`src/hw/rtl/lpra_pkg.sv`:
```
// ============================================================================
// Log pack record allocator package
// Field widths, configuration register indexes, controller state and result
// codes, and the command and status bundles between controller and datapath.
// ============================================================================
package lpra_pkg;

    localparam int POS_W    = 64;
    localparam int OFFSET_W = 64;
    localparam int SIZE_W   = 32;
    localparam int SHIFT_W  = 2;
    localparam int COUNT_W  = 8;
    localparam int BLOCKS_W = 16;
    localparam int LOCAL_W  = 16;
    localparam int BPB_W    = SIZE_W + 1;
    localparam int CFG_IDX_W  = 2;
    localparam int CFG_DATA_W = 64;
    localparam int DIV_CNT_W  = $clog2(POS_W + 1);

    localparam logic [CFG_IDX_W-1:0] CFG_BLOCK_SHIFT      = 2'd0;
    localparam logic [CFG_IDX_W-1:0] CFG_MAX_RECORDS      = 2'd1;
    localparam logic [CFG_IDX_W-1:0] CFG_RING_SIZE_BLOCKS = 2'd2;
    localparam logic [CFG_IDX_W-1:0] CFG_MAX_TOTAL_BLOCKS = 2'd3;

    localparam logic [SHIFT_W-1:0]    RST_BLOCK_SHIFT      = '0;
    localparam logic [COUNT_W-1:0]    RST_MAX_RECORDS      = 8'd15;
    localparam logic [POS_W-1:0]      RST_RING_SIZE_BLOCKS = 64'd65536;
    localparam logic [BLOCKS_W-1:0]   RST_MAX_TOTAL_BLOCKS = 16'd65535;

    typedef enum logic [2:0] {
        S_IDLE,
        S_DECIDE,
        S_DIV,
        S_PAD_CALC,
        S_PAD_CHECK,
        S_EMIT_PAD,
        S_BUDGET,
        S_EMIT_LAST
    } ctrl_state_t;

    typedef enum logic [2:0] {
        RES_BEGIN,
        RES_ACK,
        RES_REFUSE,
        RES_PAD,
        RES_RECORD
    } res_kind_t;

    typedef struct packed {
        logic      in_ready;
        logic      div_start;
        logic      div_step;
        logic      pad_load;
        logic      emit;
        res_kind_t kind;
        logic      last;
    } cmd_t;

    typedef struct packed {
        logic in_valid;
        logic op_add;
        logic table_full;
        logic size_zero;
        logic use_ring;
        logic div_done;
        logic pad_fits;
        logic pad_over_budget;
        logic rec_over_budget;
        logic out_free;
    } status_t;

endpackage

```
`src/hw/rtl/lpra_in_if.sv`:
```
// ============================================================================
// Request channel
// Valid/ready channel that carries one begin or add request per transaction.
// ============================================================================
interface lpra_in_if;

    logic                          valid;
    logic                          ready;
    logic                          op;
    logic [lpra_pkg::POS_W-1:0]    pack_position;
    logic [lpra_pkg::OFFSET_W-1:0] sector_offset;
    logic [lpra_pkg::SIZE_W-1:0]   size_sectors;
    logic                          discard_flag;

    modport source (
        output valid, op, pack_position, sector_offset, size_sectors, discard_flag,
        input  ready
    );

    modport sink (
        input  valid, op, pack_position, sector_offset, size_sectors, discard_flag,
        output ready
    );

endinterface

```
`src/hw/rtl/lpra_out_if.sv`:
```
// ============================================================================
// Result channel
// Valid/ready channel that carries one allocation result per transaction.
// ============================================================================
interface lpra_out_if;

    logic                          valid;
    logic                          ready;
    logic                          accepted;
    logic                          has_record;
    logic                          rec_padding;
    logic                          rec_discard;
    logic [lpra_pkg::COUNT_W-1:0]  rec_index;
    logic [lpra_pkg::POS_W-1:0]    rec_position;
    logic [lpra_pkg::LOCAL_W-1:0]  rec_local;
    logic [lpra_pkg::OFFSET_W-1:0] rec_offset;
    logic [lpra_pkg::SIZE_W-1:0]   rec_size;
    logic [lpra_pkg::BLOCKS_W-1:0] total_blocks;
    logic [lpra_pkg::COUNT_W-1:0]  padding_count;
    logic                          last;

    modport source (
        output valid, accepted, has_record, rec_padding, rec_discard, rec_index,
               rec_position, rec_local, rec_offset, rec_size, total_blocks,
               padding_count, last,
        input  ready
    );

    modport sink (
        input  valid, accepted, has_record, rec_padding, rec_discard, rec_index,
               rec_position, rec_local, rec_offset, rec_size, total_blocks,
               padding_count, last,
        output ready
    );

endinterface

```
`src/hw/rtl/lpra_ctrl.sv`:
```
// ============================================================================
// Log pack record allocator controller
// Sequences one request: decision, ring-modulo division, padding, emission.
// ============================================================================
module lpra_ctrl (
    input  logic              clk,
    input  logic              rst_n,
    input  lpra_pkg::status_t status,
    output lpra_pkg::cmd_t    cmd
);

    lpra_pkg::ctrl_state_t state_reg, state_next;
    lpra_pkg::res_kind_t   kind_reg, kind_next;

    always_ff @(posedge clk or negedge rst_n)
    begin
        if (!rst_n)
        begin
            state_reg <= lpra_pkg::S_IDLE;
            kind_reg  <= lpra_pkg::RES_ACK;
        end
        else
        begin
            state_reg <= state_next;
            kind_reg  <= kind_next;
        end
    end

    always_comb
    begin
        state_next    = state_reg;
        kind_next     = kind_reg;
        cmd           = '0;
        cmd.kind      = kind_reg;

        case (state_reg)
            lpra_pkg::S_IDLE:
            begin
                // ready is high here, so a valid request is a transaction
                cmd.in_ready = 1'b1;
                if (status.in_valid)
                    state_next = lpra_pkg::S_DECIDE;
            end
            lpra_pkg::S_DECIDE:
            begin
                if (!status.op_add)
                begin
                    kind_next  = lpra_pkg::RES_BEGIN;
                    state_next = lpra_pkg::S_EMIT_LAST;
                end
                else if (status.table_full)
                begin
                    kind_next  = lpra_pkg::RES_REFUSE;
                    state_next = lpra_pkg::S_EMIT_LAST;
                end
                else if (status.size_zero)
                begin
                    kind_next  = lpra_pkg::RES_ACK;
                    state_next = lpra_pkg::S_EMIT_LAST;
                end
                else if (status.use_ring)
                begin
                    cmd.div_start = 1'b1;
                    state_next    = lpra_pkg::S_DIV;
                end
                else
                begin
                    state_next = lpra_pkg::S_BUDGET;
                end
            end
            lpra_pkg::S_DIV:
            begin
                if (status.div_done)
                    state_next = lpra_pkg::S_PAD_CALC;
                else
                    cmd.div_step = 1'b1;
            end
            lpra_pkg::S_PAD_CALC:
            begin
                cmd.pad_load = 1'b1;
                state_next   = lpra_pkg::S_PAD_CHECK;
            end
            lpra_pkg::S_PAD_CHECK:
            begin
                if (status.pad_fits)
                begin
                    state_next = lpra_pkg::S_BUDGET;
                end
                else if (status.pad_over_budget)
                begin
                    kind_next  = lpra_pkg::RES_REFUSE;
                    state_next = lpra_pkg::S_EMIT_LAST;
                end
                else
                begin
                    state_next = lpra_pkg::S_EMIT_PAD;
                end
            end
            lpra_pkg::S_EMIT_PAD:
            begin
                cmd.kind = lpra_pkg::RES_PAD;
                if (status.out_free)
                begin
                    cmd.emit   = 1'b1;
                    state_next = lpra_pkg::S_BUDGET;
                end
            end
            lpra_pkg::S_BUDGET:
            begin
                // the table may have filled with the padding record
                if (status.table_full || status.rec_over_budget)
                    kind_next = lpra_pkg::RES_REFUSE;
                else
                    kind_next = lpra_pkg::RES_RECORD;
                state_next = lpra_pkg::S_EMIT_LAST;
            end
            lpra_pkg::S_EMIT_LAST:
            begin
                cmd.last = 1'b1;
                if (status.out_free)
                begin
                    cmd.emit   = 1'b1;
                    state_next = lpra_pkg::S_IDLE;
                end
            end
            default:
            begin
                state_next = lpra_pkg::S_IDLE;
            end
        endcase
    end

endmodule

```
`src/hw/rtl/lpra_datapath.sv`:
```
// ============================================================================
// Log pack record allocator datapath
// Configuration and pack state, request capture, restoring divider for the
// ring modulo, and the result output register.
// ============================================================================
module lpra_datapath (
    input  logic                              clk,
    input  logic                              rst_n,
    input  logic                              cfg_wr_en,
    input  logic [lpra_pkg::CFG_IDX_W-1:0]    cfg_index,
    input  logic [lpra_pkg::CFG_DATA_W-1:0]   cfg_data,
    lpra_in_if.sink                           req,
    lpra_out_if.source                        rsp,
    input  lpra_pkg::cmd_t                    cmd,
    output lpra_pkg::status_t                 status
);

    // configuration
    logic [lpra_pkg::SHIFT_W-1:0]  block_shift_reg;
    logic [lpra_pkg::COUNT_W-1:0]  max_records_reg;
    logic [lpra_pkg::POS_W-1:0]    ring_size_reg;
    logic [lpra_pkg::BLOCKS_W-1:0] max_total_reg;

    // pack state
    logic [lpra_pkg::POS_W-1:0]    pack_start_reg, pack_start_next;
    logic [lpra_pkg::COUNT_W-1:0]  record_count_reg, record_count_next;
    logic [lpra_pkg::COUNT_W-1:0]  padding_total_reg, padding_total_next;
    logic [lpra_pkg::BLOCKS_W-1:0] blocks_used_reg, blocks_used_next;

    // captured request and working values
    logic                          op_reg;
    logic [lpra_pkg::POS_W-1:0]    new_start_reg;
    logic [lpra_pkg::OFFSET_W-1:0] offset_reg;
    logic [lpra_pkg::SIZE_W-1:0]   size_reg;
    logic                          disc_reg;
    logic [lpra_pkg::BPB_W-1:0]    bpb_reg;
    logic [lpra_pkg::POS_W-1:0]    pos_reg, pos_next;
    logic [lpra_pkg::POS_W-1:0]    pad_reg;

    // divider
    logic [lpra_pkg::POS_W-1:0]     dvd_reg;
    logic [lpra_pkg::POS_W-1:0]     rem_reg;
    logic [lpra_pkg::DIV_CNT_W-1:0] cnt_reg;
    logic [lpra_pkg::POS_W:0]       trial;
    logic [lpra_pkg::POS_W:0]       trial_diff;

    // output register
    logic out_valid_reg;
    logic out_acc_reg, out_has_reg, out_pad_reg, out_disc_reg, out_last_reg;
    logic [lpra_pkg::COUNT_W-1:0]  out_index_reg, out_pcount_reg;
    logic [lpra_pkg::POS_W-1:0]    out_pos_reg;
    logic [lpra_pkg::LOCAL_W-1:0]  out_local_reg;
    logic [lpra_pkg::OFFSET_W-1:0] out_offset_reg;
    logic [lpra_pkg::SIZE_W-1:0]   out_size_reg;
    logic [lpra_pkg::BLOCKS_W-1:0] out_total_reg;

    logic                          in_fire;
    logic                          is_pad, is_rec, has_rec;
    logic [lpra_pkg::BPB_W-1:0]    size_mask;
    logic [lpra_pkg::BPB_W-1:0]    bpb_in;
    logic [lpra_pkg::POS_W-1:0]    pad_sum;
    logic [lpra_pkg::BPB_W:0]      rec_sum;
    logic [lpra_pkg::SIZE_W-1:0]   pad_size;
    logic [lpra_pkg::POS_W-1:0]    rel_pos;

    assign req.ready = cmd.in_ready;
    assign in_fire   = req.valid && req.ready;

    assign size_mask = (lpra_pkg::BPB_W'(1) << block_shift_reg) - lpra_pkg::BPB_W'(1);
    assign bpb_in    = ({1'b0, req.size_sectors} + size_mask) >> block_shift_reg;

    assign trial      = {rem_reg, dvd_reg[lpra_pkg::POS_W-1]};
    assign trial_diff = trial - {1'b0, ring_size_reg};

    assign pad_sum  = {{(lpra_pkg::POS_W-lpra_pkg::BLOCKS_W){1'b0}}, blocks_used_reg} + pad_reg;
    assign rec_sum  = {{(lpra_pkg::BPB_W+1-lpra_pkg::BLOCKS_W){1'b0}}, blocks_used_reg}
                    + {1'b0, bpb_reg};
    assign pad_size = pad_reg[lpra_pkg::SIZE_W-1:0] << block_shift_reg;
    assign rel_pos  = pos_reg - pack_start_reg;

    assign is_pad  = (cmd.kind == lpra_pkg::RES_PAD);
    assign is_rec  = (cmd.kind == lpra_pkg::RES_RECORD);
    assign has_rec = is_pad || is_rec;

    always_comb
    begin
        status.in_valid        = req.valid;
        status.op_add          = op_reg;
        status.table_full      = (record_count_reg >= max_records_reg);
        status.size_zero       = (size_reg == '0);
        status.use_ring        = !disc_reg && (ring_size_reg != '0);
        status.div_done        = (cnt_reg == '0);
        status.pad_fits        = !(pad_reg < {{(lpra_pkg::POS_W-lpra_pkg::BPB_W){1'b0}}, bpb_reg});
        status.pad_over_budget = (pad_sum >
                                  {{(lpra_pkg::POS_W-lpra_pkg::BLOCKS_W){1'b0}}, max_total_reg});
        status.rec_over_budget = !disc_reg && (rec_sum >
                                  {{(lpra_pkg::BPB_W+1-lpra_pkg::BLOCKS_W){1'b0}}, max_total_reg});
        status.out_free        = !out_valid_reg || rsp.ready;
    end

    // pack state updates on emission
    always_comb
    begin
        pack_start_next    = pack_start_reg;
        record_count_next  = record_count_reg;
        padding_total_next = padding_total_reg;
        blocks_used_next   = blocks_used_reg;
        pos_next           = pos_reg;
        if (cmd.emit)
        begin
            case (cmd.kind)
                lpra_pkg::RES_BEGIN:
                begin
                    pack_start_next    = new_start_reg;
                    record_count_next  = '0;
                    padding_total_next = '0;
                    blocks_used_next   = '0;
                end
                lpra_pkg::RES_PAD:
                begin
                    record_count_next  = record_count_reg + lpra_pkg::COUNT_W'(1);
                    padding_total_next = padding_total_reg + lpra_pkg::COUNT_W'(1);
                    blocks_used_next   = blocks_used_reg + pad_reg[lpra_pkg::BLOCKS_W-1:0];
                    pos_next           = pos_reg + pad_reg;
                end
                lpra_pkg::RES_RECORD:
                begin
                    record_count_next = record_count_reg + lpra_pkg::COUNT_W'(1);
                    if (!disc_reg)
                        blocks_used_next = blocks_used_reg + bpb_reg[lpra_pkg::BLOCKS_W-1:0];
                end
                default:
                begin
                end
            endcase
        end
        else if (in_fire)
        begin
            pos_next = pack_start_reg + lpra_pkg::POS_W'(1)
                     + {{(lpra_pkg::POS_W-lpra_pkg::BLOCKS_W){1'b0}}, blocks_used_reg};
        end
    end

    always_ff @(posedge clk or negedge rst_n)
    begin
        if (!rst_n)
        begin
            block_shift_reg   <= lpra_pkg::RST_BLOCK_SHIFT;
            max_records_reg   <= lpra_pkg::RST_MAX_RECORDS;
            ring_size_reg     <= lpra_pkg::RST_RING_SIZE_BLOCKS;
            max_total_reg     <= lpra_pkg::RST_MAX_TOTAL_BLOCKS;
            pack_start_reg    <= '0;
            record_count_reg  <= '0;
            padding_total_reg <= '0;
            blocks_used_reg   <= '0;
            out_valid_reg     <= 1'b0;
            cnt_reg           <= '0;
        end
        else
        begin
            if (cfg_wr_en)
            begin
                case (cfg_index)
                    lpra_pkg::CFG_BLOCK_SHIFT:
                        block_shift_reg <= cfg_data[lpra_pkg::SHIFT_W-1:0];
                    lpra_pkg::CFG_MAX_RECORDS:
                        max_records_reg <= cfg_data[lpra_pkg::COUNT_W-1:0];
                    lpra_pkg::CFG_RING_SIZE_BLOCKS:
                        ring_size_reg <= cfg_data[lpra_pkg::POS_W-1:0];
                    lpra_pkg::CFG_MAX_TOTAL_BLOCKS:
                        max_total_reg <= cfg_data[lpra_pkg::BLOCKS_W-1:0];
                    default:
                    begin
                    end
                endcase
            end
            pack_start_reg    <= pack_start_next;
            record_count_reg  <= record_count_next;
            padding_total_reg <= padding_total_next;
            blocks_used_reg   <= blocks_used_next;

            if (cmd.div_start)
                cnt_reg <= lpra_pkg::DIV_CNT_W'(lpra_pkg::POS_W);
            else if (cmd.div_step)
                cnt_reg <= cnt_reg - lpra_pkg::DIV_CNT_W'(1);

            if (cmd.emit)
                out_valid_reg <= 1'b1;
            else if (rsp.ready)
                out_valid_reg <= 1'b0;
        end
    end

    // payload registers
    always_ff @(posedge clk)
    begin
        pos_reg <= pos_next;
        if (in_fire)
        begin
            op_reg        <= req.op;
            new_start_reg <= req.pack_position;
            offset_reg    <= req.sector_offset;
            size_reg      <= req.size_sectors;
            disc_reg      <= req.discard_flag;
            bpb_reg       <= bpb_in;
        end

        // restoring division, one quotient bit per cycle
        if (cmd.div_start)
        begin
            dvd_reg <= pos_reg;
            rem_reg <= '0;
        end
        else if (cmd.div_step)
        begin
            dvd_reg <= {dvd_reg[lpra_pkg::POS_W-2:0], 1'b0};
            if (!trial_diff[lpra_pkg::POS_W])
                rem_reg <= trial_diff[lpra_pkg::POS_W-1:0];
            else
                rem_reg <= trial[lpra_pkg::POS_W-1:0];
        end

        if (cmd.pad_load)
            pad_reg <= ring_size_reg - rem_reg;

        if (cmd.emit)
        begin
            out_acc_reg    <= (cmd.kind != lpra_pkg::RES_REFUSE);
            out_has_reg    <= has_rec;
            out_pad_reg    <= is_pad;
            out_disc_reg   <= is_rec && disc_reg;
            out_index_reg  <= has_rec ? record_count_reg : '0;
            out_pos_reg    <= has_rec ? pos_reg : '0;
            out_local_reg  <= has_rec ? rel_pos[lpra_pkg::LOCAL_W-1:0] : '0;
            out_offset_reg <= is_rec ? offset_reg : '0;
            out_size_reg   <= is_pad ? pad_size : (is_rec ? size_reg : '0);
            out_total_reg  <= blocks_used_next;
            out_pcount_reg <= padding_total_next;
            out_last_reg   <= cmd.last;
        end
    end

    assign rsp.valid         = out_valid_reg;
    assign rsp.accepted      = out_acc_reg;
    assign rsp.has_record    = out_has_reg;
    assign rsp.rec_padding   = out_pad_reg;
    assign rsp.rec_discard   = out_disc_reg;
    assign rsp.rec_index     = out_index_reg;
    assign rsp.rec_position  = out_pos_reg;
    assign rsp.rec_local     = out_local_reg;
    assign rsp.rec_offset    = out_offset_reg;
    assign rsp.rec_size      = out_size_reg;
    assign rsp.total_blocks  = out_total_reg;
    assign rsp.padding_count = out_pcount_reg;
    assign rsp.last          = out_last_reg;

endmodule

```
`src/hw/rtl/log_pack_record_allocator.sv`:
```
// ============================================================================
// Log pack record allocator
// Assigns log positions to the records of one pack header of a ring-buffer
// write log and emits each record, with padding at the ring end.
// ============================================================================
// One request is handled at a time; a new request is taken as soon as the
// previous one has placed its last result in the output register, even if
// that result has not been taken yet. A begin, a request refused for a full
// table or a flush goes from the decision straight to its result; a discard,
// or a write on a zero ring, passes the budget check first. A write on a
// non-zero ring first takes the position modulo the ring size from a
// restoring divider that yields one quotient bit per cycle, followed by the
// pad compute and check, an optional padding emission and the budget check.
// A result that waits for a free output register stalls the sequence. Each
// request yields one or two results; the last one carries last = 1, and a
// padding record (last = 0) may precede a refusal or the record itself.
// Configuration writes take effect at once; the user must make them only
// while no request is in flight, as the block itself does not enforce this.
// ============================================================================
module log_pack_record_allocator (
    input  logic                            clk,
    input  logic                            rst_n,
    input  logic                            cfg_wr_en,
    input  logic [lpra_pkg::CFG_IDX_W-1:0]  cfg_index,
    input  logic [lpra_pkg::CFG_DATA_W-1:0] cfg_data,
    lpra_in_if.sink                         req,
    lpra_out_if.source                      rsp
);

    // commands from the controller, status back from the datapath
    lpra_pkg::cmd_t    cmd;
    lpra_pkg::status_t status;

    // sequence decision, division, padding and emission
    lpra_ctrl u_ctrl (
        .clk    (clk),
        .rst_n  (rst_n),
        .status (status),
        .cmd    (cmd)
    );

    // hold configuration, pack counts, the divider and the result register
    lpra_datapath u_datapath (
        .clk       (clk),
        .rst_n     (rst_n),
        .cfg_wr_en (cfg_wr_en),
        .cfg_index (cfg_index),
        .cfg_data  (cfg_data),
        .req       (req),
        .rsp       (rsp),
        .cmd       (cmd),
        .status    (status)
    );

endmodule

```
`src/flat_wrapper.sv`:
```
// flat-port wrapper written by rule: the top's interface ports become plain ports
module log_pack_record_allocator_flat 
  (clk, rst_n, cfg_wr_en, cfg_index, cfg_data, req_valid, req_op, req_pack_position, req_sector_offset, req_size_sectors, req_discard_flag, req_ready, rsp_valid, rsp_accepted, rsp_has_record, rsp_rec_padding, rsp_rec_discard, rsp_rec_index, rsp_rec_position, rsp_rec_local, rsp_rec_offset, rsp_rec_size, rsp_total_blocks, rsp_padding_count, rsp_last, rsp_ready);
  lpra_in_if req_i ();
  lpra_out_if rsp_i ();
  input  logic clk;
  input  logic rst_n;
  input  logic cfg_wr_en;
  input  logic [lpra_pkg::CFG_IDX_W-1:0] cfg_index;
  input  logic [lpra_pkg::CFG_DATA_W-1:0] cfg_data;
  input wire logic [$bits(req_i.valid)-1:0] req_valid;
  input wire logic [$bits(req_i.op)-1:0] req_op;
  input wire logic [$bits(req_i.pack_position)-1:0] req_pack_position;
  input wire logic [$bits(req_i.sector_offset)-1:0] req_sector_offset;
  input wire logic [$bits(req_i.size_sectors)-1:0] req_size_sectors;
  input wire logic [$bits(req_i.discard_flag)-1:0] req_discard_flag;
  output wire logic [$bits(req_i.ready)-1:0] req_ready;
  output wire logic [$bits(rsp_i.valid)-1:0] rsp_valid;
  output wire logic [$bits(rsp_i.accepted)-1:0] rsp_accepted;
  output wire logic [$bits(rsp_i.has_record)-1:0] rsp_has_record;
  output wire logic [$bits(rsp_i.rec_padding)-1:0] rsp_rec_padding;
  output wire logic [$bits(rsp_i.rec_discard)-1:0] rsp_rec_discard;
  output wire logic [$bits(rsp_i.rec_index)-1:0] rsp_rec_index;
  output wire logic [$bits(rsp_i.rec_position)-1:0] rsp_rec_position;
  output wire logic [$bits(rsp_i.rec_local)-1:0] rsp_rec_local;
  output wire logic [$bits(rsp_i.rec_offset)-1:0] rsp_rec_offset;
  output wire logic [$bits(rsp_i.rec_size)-1:0] rsp_rec_size;
  output wire logic [$bits(rsp_i.total_blocks)-1:0] rsp_total_blocks;
  output wire logic [$bits(rsp_i.padding_count)-1:0] rsp_padding_count;
  output wire logic [$bits(rsp_i.last)-1:0] rsp_last;
  input wire logic [$bits(rsp_i.ready)-1:0] rsp_ready;
  assign req_i.valid = req_valid;
  assign req_i.op = req_op;
  assign req_i.pack_position = req_pack_position;
  assign req_i.sector_offset = req_sector_offset;
  assign req_i.size_sectors = req_size_sectors;
  assign req_i.discard_flag = req_discard_flag;
  assign req_ready = req_i.ready;
  assign rsp_valid = rsp_i.valid;
  assign rsp_accepted = rsp_i.accepted;
  assign rsp_has_record = rsp_i.has_record;
  assign rsp_rec_padding = rsp_i.rec_padding;
  assign rsp_rec_discard = rsp_i.rec_discard;
  assign rsp_rec_index = rsp_i.rec_index;
  assign rsp_rec_position = rsp_i.rec_position;
  assign rsp_rec_local = rsp_i.rec_local;
  assign rsp_rec_offset = rsp_i.rec_offset;
  assign rsp_rec_size = rsp_i.rec_size;
  assign rsp_total_blocks = rsp_i.total_blocks;
  assign rsp_padding_count = rsp_i.padding_count;
  assign rsp_last = rsp_i.last;
  assign rsp_i.ready = rsp_ready;
  log_pack_record_allocator u_core (.clk(clk), .rst_n(rst_n), .cfg_wr_en(cfg_wr_en), .cfg_index(cfg_index), .cfg_data(cfg_data), .req(req_i), .rsp(rsp_i));
endmodule
```
`config.mk`:
```
export PLATFORM = sky130hd
export DESIGN_NAME = log_pack_record_allocator_flat
export DESIGN_NICKNAME = d
export VERILOG_FILES = /design/src/hw/rtl/lpra_pkg.sv /design/src/hw/rtl/lpra_in_if.sv /design/src/hw/rtl/lpra_out_if.sv /design/src/hw/rtl/lpra_ctrl.sv /design/src/hw/rtl/lpra_datapath.sv /design/src/hw/rtl/log_pack_record_allocator.sv /design/src/flat_wrapper.sv
export SDC_FILE = /design/constraint.sdc
export NUM_CORES = 2
export LEC_CHECK = 0
export ABC_AREA = 1
export BUFFER_PORTS_ARGS = -buffer_cell sky130_fd_sc_hd__buf_2
export CAP_MARGIN = 40
export CORE_MARGIN = 8
export CORE_UTILIZATION = 40
export CTS_CLUSTER_DIAMETER = 40
export DETAILED_ROUTE_END_ITERATION = 8
export HOLD_SLACK_MARGIN = 0.15
export PLACE_DENSITY = 0.66
export SLEW_MARGIN = 20
export SYNTH_ARGS = -nofsm -noshare
export SYNTH_HDL_FRONTEND = slang
export SYNTH_HIERARCHICAL = 1
export SYNTH_SLANG_ARGS = --single-unit
```
`constraint.sdc`:
```
create_clock -name clk -period 14.8 [get_ports clk]
set_input_delay 0.74 -clock clk [delete_from_list [all_inputs] [get_ports clk]]
set_output_delay 0.74 -clock clk [all_outputs]
set_load 0.005 [all_outputs]
```
-- Word-level counts from Yosys, hierarchy flattened
Cells that the tools add are included.
- register bits: 864
- bits in latches: 0
- bits in writable memories: 0
- memory bits (read-only): 0
- bits of input ports: 233
- output and inout bits: 215
- word-level logic and storage cells: 157
- memories kept: 0
- $add $sub $neg: 15
- multiply operators: 0
- divide/modulo/power cells: 0
- magnitude comparators: 4
- equal/unequal tests: 21
- shift-type cells: 3
- multiplexer cells: 49
- bitwise operators: 0
- reduce and logical (&&, ||, !) cells: 31
- operators with widths (cell ; number):
    $mux W64 ; 6
    $sub A65 B64 Y65 ; 1
    $add A16 B64 Y64 ; 1
    $add A64 B1 Y64 const B ; 1
    $add A64 B16 Y64 ; 1
    $add A64 B64 Y64 ; 1
    $gt A64 B16 Y1 ; 1
    $lt A64 B33 Y1 ; 1
    $mux W32 ; 2
    $reduce_bool A64 Y1 ; 1
    $sub A64 B64 Y64 ; 1
    $pmux W16 S3 ; 1
    $mux W3 ; 15
    $add A16 B33 Y34 ; 1
    $gt A34 B16 Y1 ; 1
    $add A32 B33 Y33 ; 1
    $shl A1 B2 Y33 const A ; 1
    $shr A33 B2 Y33 ; 1
    $sub A33 B2 Y33 const B ; 1
    $add A16 B16 Y16 ; 2
    $logic_not A32 Y1 ; 1
    $mux W16 ; 2
    $pmux W8 S2 ; 2
    $shl A32 B2 Y32 ; 1
    other kinds (30) ; 76

-- Depth between registers and ports, before layout
- depth in word-level cells: 8
- mapped depth: 29
- depth with buffers taken out: 29

-- Cells and area by module
Netlist, hierarchy kept.
- modules (own cells, without submodules) (module ; instances ; cells each ; area an instance (um^2) ; seq. area each (um^2)):
    lpra_datapath ; 1 ; 7741 ; 58397.3 ; 24179.4
    lpra_ctrl ; 1 ; 95 ; 570.5 ; 151.4

-- Worst setup path before layout
OpenSTA, ideal clock, no wires.
- kind: in2reg
- from: input rsp_ready
- to: register u_core/u_datapath/pos_reg[0] (netlist bit) (enable)
- setup time: 1.044 ns
- data arrival time: 14.195 ns
- data required time: 13.756 ns
- slack: -0.439 ns
- stages on the path: 8
- buffers on the path: 3
- cells stage by stage: inv_1 nand2_1 inv_1 a21oi_1 clkbuf_1 clkbuf_1 clkbuf_1 o21ai_0
- RTL lines (element ; RTL line ; source):
    start: declaration ; flat_wrapper.sv:31 ; input wire logic [$bits(rsp_i.ready)-1:0] rsp_ready;
    end signal: assignment ; lpra_datapath.sv:197 ; pos_reg <= pos_next;
    end: declaration ; lpra_datapath.sv:37 ; logic [lpra_pkg::POS_W-1:0] pos_reg, pos_next;

==> results summary <==
The proportion of power drawn by the clock network is 25.7%. For this block, the initial DRC count from the detailed router was 4797. Leaving out filler cells and counting taps, the final layout contains 10.5k. Counting tap cells, the placed design contains a total of 10.1k instances. The layout cell share with drive strength beyond 1 came out at 10.2%. The post-synthesis sequential element count is 864. The worst reg-to-reg path cell count is 15. The cell row count came out at 141. The die height came out at 400 um.

The clock tree buffer depth is 3. The hold path startpoint is req_size_sectors[18]. The worst-case clock skew is 68.0 ps. met2 is the most crowded layer. The later pin in the worst-skew pair is clocked with a latency of 790 ps. The effective utilization at floorplan is 40.1%. Data arrives at the worst endpoint at 5130 ps.

The worst slack at placement is 9750 ps. Power spread over the standard cell area amounts to 189 mW/mm^2. The number of vias per cell after detailed routing came out at 5.37. For this run, the number of Yosys warnings is 6.

The net switching power figure came out at 0.00588 W. The H-tree depth is 4. The number of setup buffers added after CTS is 0.

The max-slew violation total from the final report came out at 0. In this run, CTS created clock tree buffers numbering 142. The die is 400 um wide. The initial antenna violation count was 5.

The remaining antenna violation count after routing came out at 0. When the netlist entered floorplanning its net count stood at 8441. The top-level I/O count is 448.

Setup repair after global routing left no endpoint under its margin. The final critical path time including I/O delays and setup came out at 4630 ps. The worst setup slack for register-to-register paths is 10170 ps. The post-detailed-route DRC marker count is 0. The global placer's final weighted congestion is 1.04. The fraction of power spent switching nets is 44.4%. After detailed routing, the total wire length is 232 mm.

Counting every instance in the synthesized netlist gives 7836. The die covers 0.160 sq mm. The maximum vdd ir drop came out at 0.000126 V. The per-instance average area after synthesis is 7.53 sq um. The net total in the final layout came out at 9062. The hold violation total from the final report came out at 0. The sequential-to-total area share from yosys stat came out at 41.3%. The number of detailed-route iterations in the first pass came out at 7. The relative contribution of combinational cells to total power is 42.6%. The launching point of the worst reg2reg path is u_core/u_ctrl/state_reg[2].

The worst setup path is launched from a flip-flop. The worst hold path cell count came out at 1. The run finished with clean final reports. The final count of negative-setup-slack endpoints is 0. The maximum fanout encountered on the critical timing path is 70. TritonCTS built the clock tree. The share of synthesized registers carrying an async set or reset came out at 23.1%.

The number of clock sinks came out at 864. The met1 usage is 34.0%. The region available for standard cell placement spans 0.147 sq mm. The wire length of the first global-routing pass is 339 mm. In this run the cell area of the synthesized design comes to 0.0590 sq mm.

The static leakage power is 31.8 nW. The kind of end point of the critical path is a flip-flop. Timing would allow up to 216 MHz. The worst hold path terminates at u_core/u_datapath/size_reg[18].

The data required time of the critical path came out at 15310 ps. The tightest min-delay check is of the primary input to flip-flop type. The type of the setup path with the least slack is flip-flop to flip-flop. The global-route usage over all layers is 28.0%. After detailed routing, the average wire length per cell comes to 22.1 um. The synthesized design contains 600 enable-type register cells.

The leading register cell type out of synthesis is sky130_fd_sc_hd__edfxtp_1. In this run the critical register-to-register path is captured at u_core/u_datapath/rsp.total_blocks[10]. The final period utilization is 31.3%. The count of buffers inserted at the top-level ports came out at 447. After clock tree synthesis, the clock-pin slew on the worst setup and hold paths is 60 ps.

The normalized max-slew margin came out at 35.2%. The via count of the first global-routing pass came out at 55.3k. The slew at the pin closest to its max-slew limit came out at 972 ps. Entering global routing, the biggest net connects 144 pins. The number of distinct standard cells referenced by the synthesized netlist is 69. The internal cell power is 0.00736 W.

The met3 usage in global routing is 4.11%. From synthesis to final layout, the design area changed by 18.8%. The global-route congestion overflow total is 0.

The setup TNS after final layout is 0 ps. The number of max-cap violations is 0. The detailed placement HPWL is 188 mm. Across all setup checks in the final design, the least slack found is 10170 ps. The global routing usage on met2 is 47.6%.

The cell sitting at the root of the clock tree is a sky130_fd_sc_hd__clkbuf_16. The detailed router placed 56.4k vias in this run. The power share of the sequential group is 31.7%.
[worst max-delay path by stage]
stage / startpoint / endpoint / slack (ps)
3_3_place_gp: u_core/u_ctrl/state_reg[2] / u_core/u_datapath/rsp.total_blocks[10] / 9780
2_1_floorplan: u_core/u_ctrl/state_reg[1] / u_core/u_datapath/pos_reg[0] / 4130
3_5_place_dp: u_core/u_ctrl/state_reg[2] / u_core/u_datapath/rsp.total_blocks[10] / 9750
4_1_cts: u_core/u_ctrl/state_reg[2] / u_core/u_datapath/rsp.total_blocks[10] / 9760
6_report: u_core/u_ctrl/state_reg[2] / u_core/u_datapath/rsp.total_blocks[10] / 10170
5_1_grt: u_core/u_ctrl/state_reg[2] / u_core/u_datapath/rsp.total_blocks[10] / 9800
[worst max-delay path: stages, from the launching register on]
cell                       delay, ps
sky130_fd_sc_hd__dfrtp_1         640
sky130_fd_sc_hd__nand3_2         260
sky130_fd_sc_hd__nand2_1         120
sky130_fd_sc_hd__inv_1           210
sky130_fd_sc_hd__buf_16          240
sky130_fd_sc_hd__nand2_2          70
sky130_fd_sc_hd__buf_4           580
sky130_fd_sc_hd__nand2_1         560
sky130_fd_sc_hd__clkinv_2        180
sky130_fd_sc_hd__buf_12          260
sky130_fd_sc_hd__nand2_1         110
sky130_fd_sc_hd__nand2_1          80
sky130_fd_sc_hd__buf_4           260
sky130_fd_sc_hd__inv_1           380
sky130_fd_sc_hd__o21ai_0         310
sky130_fd_sc_hd__inv_1            90
[cell usage after synthesis (all sizes together), types with 2 or more instances]
cell     number  area, sq um
nand2      1813         6850
inv        1258         4730
nor2        980         3730
edfxtp      600        18000
o21ai       577         2900
a21oi       551         2770
nand3       475         2450
ha          364         4550
dfrtp       178         4450
xor2        142         1240
nor3        125          662
clkbuf      117          439
nand4        95          594
dfxtp        64         1280
xnor2        57          499
a21o         46          345
a31oi        45          282
nor4         42          263
buf          35          246
o21bai       35          263
a21boi       33          248
dfstp        22          578
nand3b       21          158
o21a         21          158
mux2         20          225
o211ai       16          120
a211oi       11         82.6
or2          11         68.8
o221ai       10         87.6
o22ai        10         62.6
fa            8          160
a22o          7         61.3
o2111ai       7         61.3
a32o          6         60.1
o31ai         6         45.0
mux2i         5         50.1
and2          4         25.0
a221oi        2         17.5
a22oi         2         15.0
a41oi         2         17.5
and3          2         12.5
nor3b         2         20.0
o32ai         2         17.5
[cells by family (layout without fill, tap and decap cells)]
family,after synthesis,after routing,synth area share (%)
AOI/OAI and AO/OA,1394,1394,13.0
xor gates and xnor gates,199,199,2.96
adders and majority gates,372,372,8.00
buffers and inverters,1410,2152,9.18
DFF,864,864,41.3
muxes,25,25,0.467
other,0,2,0
and+or+nand+nor,3572,3572,25.2
[layout by cell type (no fill, tap or decap), types with 57 or more instances in the layout]
master | netlist | layout
sky130_fd_sc_hd__edfxtp_1 | 600 | 600
sky130_fd_sc_hd__dlygate4sd3_1 | 0 | 132
sky130_fd_sc_hd__nor3_1 | 119 | 119
sky130_fd_sc_hd__a21oi_1 | 549 | 548
sky130_fd_sc_hd__dfrtp_1 | 178 | 176
sky130_fd_sc_hd__xor2_1 | 142 | 142
sky130_fd_sc_hd__clkbuf_16 | 0 | 145
sky130_fd_sc_hd__nand4_1 | 95 | 95
sky130_fd_sc_hd__xnor2_1 | 57 | 57
sky130_fd_sc_hd__nand3_1 | 461 | 459
sky130_fd_sc_hd__nor2_1 | 963 | 959
sky130_fd_sc_hd__inv_1 | 1249 | 1246
sky130_fd_sc_hd__ha_1 | 364 | 364
sky130_fd_sc_hd__dfxtp_1 | 64 | 64
sky130_fd_sc_hd__buf_2 | 4 | 447
sky130_fd_sc_hd__nand2_1 | 1798 | 1797
sky130_fd_sc_hd__o21ai_0 | 542 | 541
[routing by layer]
metal	share of wire (%)	routed length, um
met1	39	91500
met5	0	0
met4	6.7	15500
met3	6.7	15500
met2	47	110000
[stage by stage]
step,utilization (%),area (sq um),hold slack (ps),power [W]
2_1_floorplan,-,59000,431,0.00752
3_3_place_gp,43.0,63300,458,0.00959
5_1_grt,47.6,70100,163,0.0140
6_report,47.6,70100,201,0.0132
3_5_place_dp,43.2,63500,461,0.00971
4_1_cts,47.5,69900,154,0.0132
[power by group through the flow]
stage	registers (W)	clock network, W	logic (W)
detailed placement	0.00421	0	0.00549
finish	0.00420	0.00340	0.00564
global placement	0.00422	0	0.00538
floorplan	0.00395	0	0.00357
global route	0.00423	0.00356	0.00620
CTS	0.00417	0.00346	0.00555
[layout make-up]
class                           count  area [sq um]
Fill cell                       14700         77100
Multi-Input combinational cell   5562         29300
Sequential cell                   864         24300
Inverter                         1258          4740
Timing Repair Buffer              629          4250
Clock buffer                      162          3720
Tap cell                         1930          2410
Clock inverter                    103          1290
Antenna cell                        2          5.00
[what timing repair did]
| action | CTS | global route |
|---|---|---|
| hold endpoints to repair | 208 | 0 |
| gates resized for setup | 0 | 0 |
| hold buffers | 132 | 0 |
Note: power is estimated with default switching activity, not from simulation.
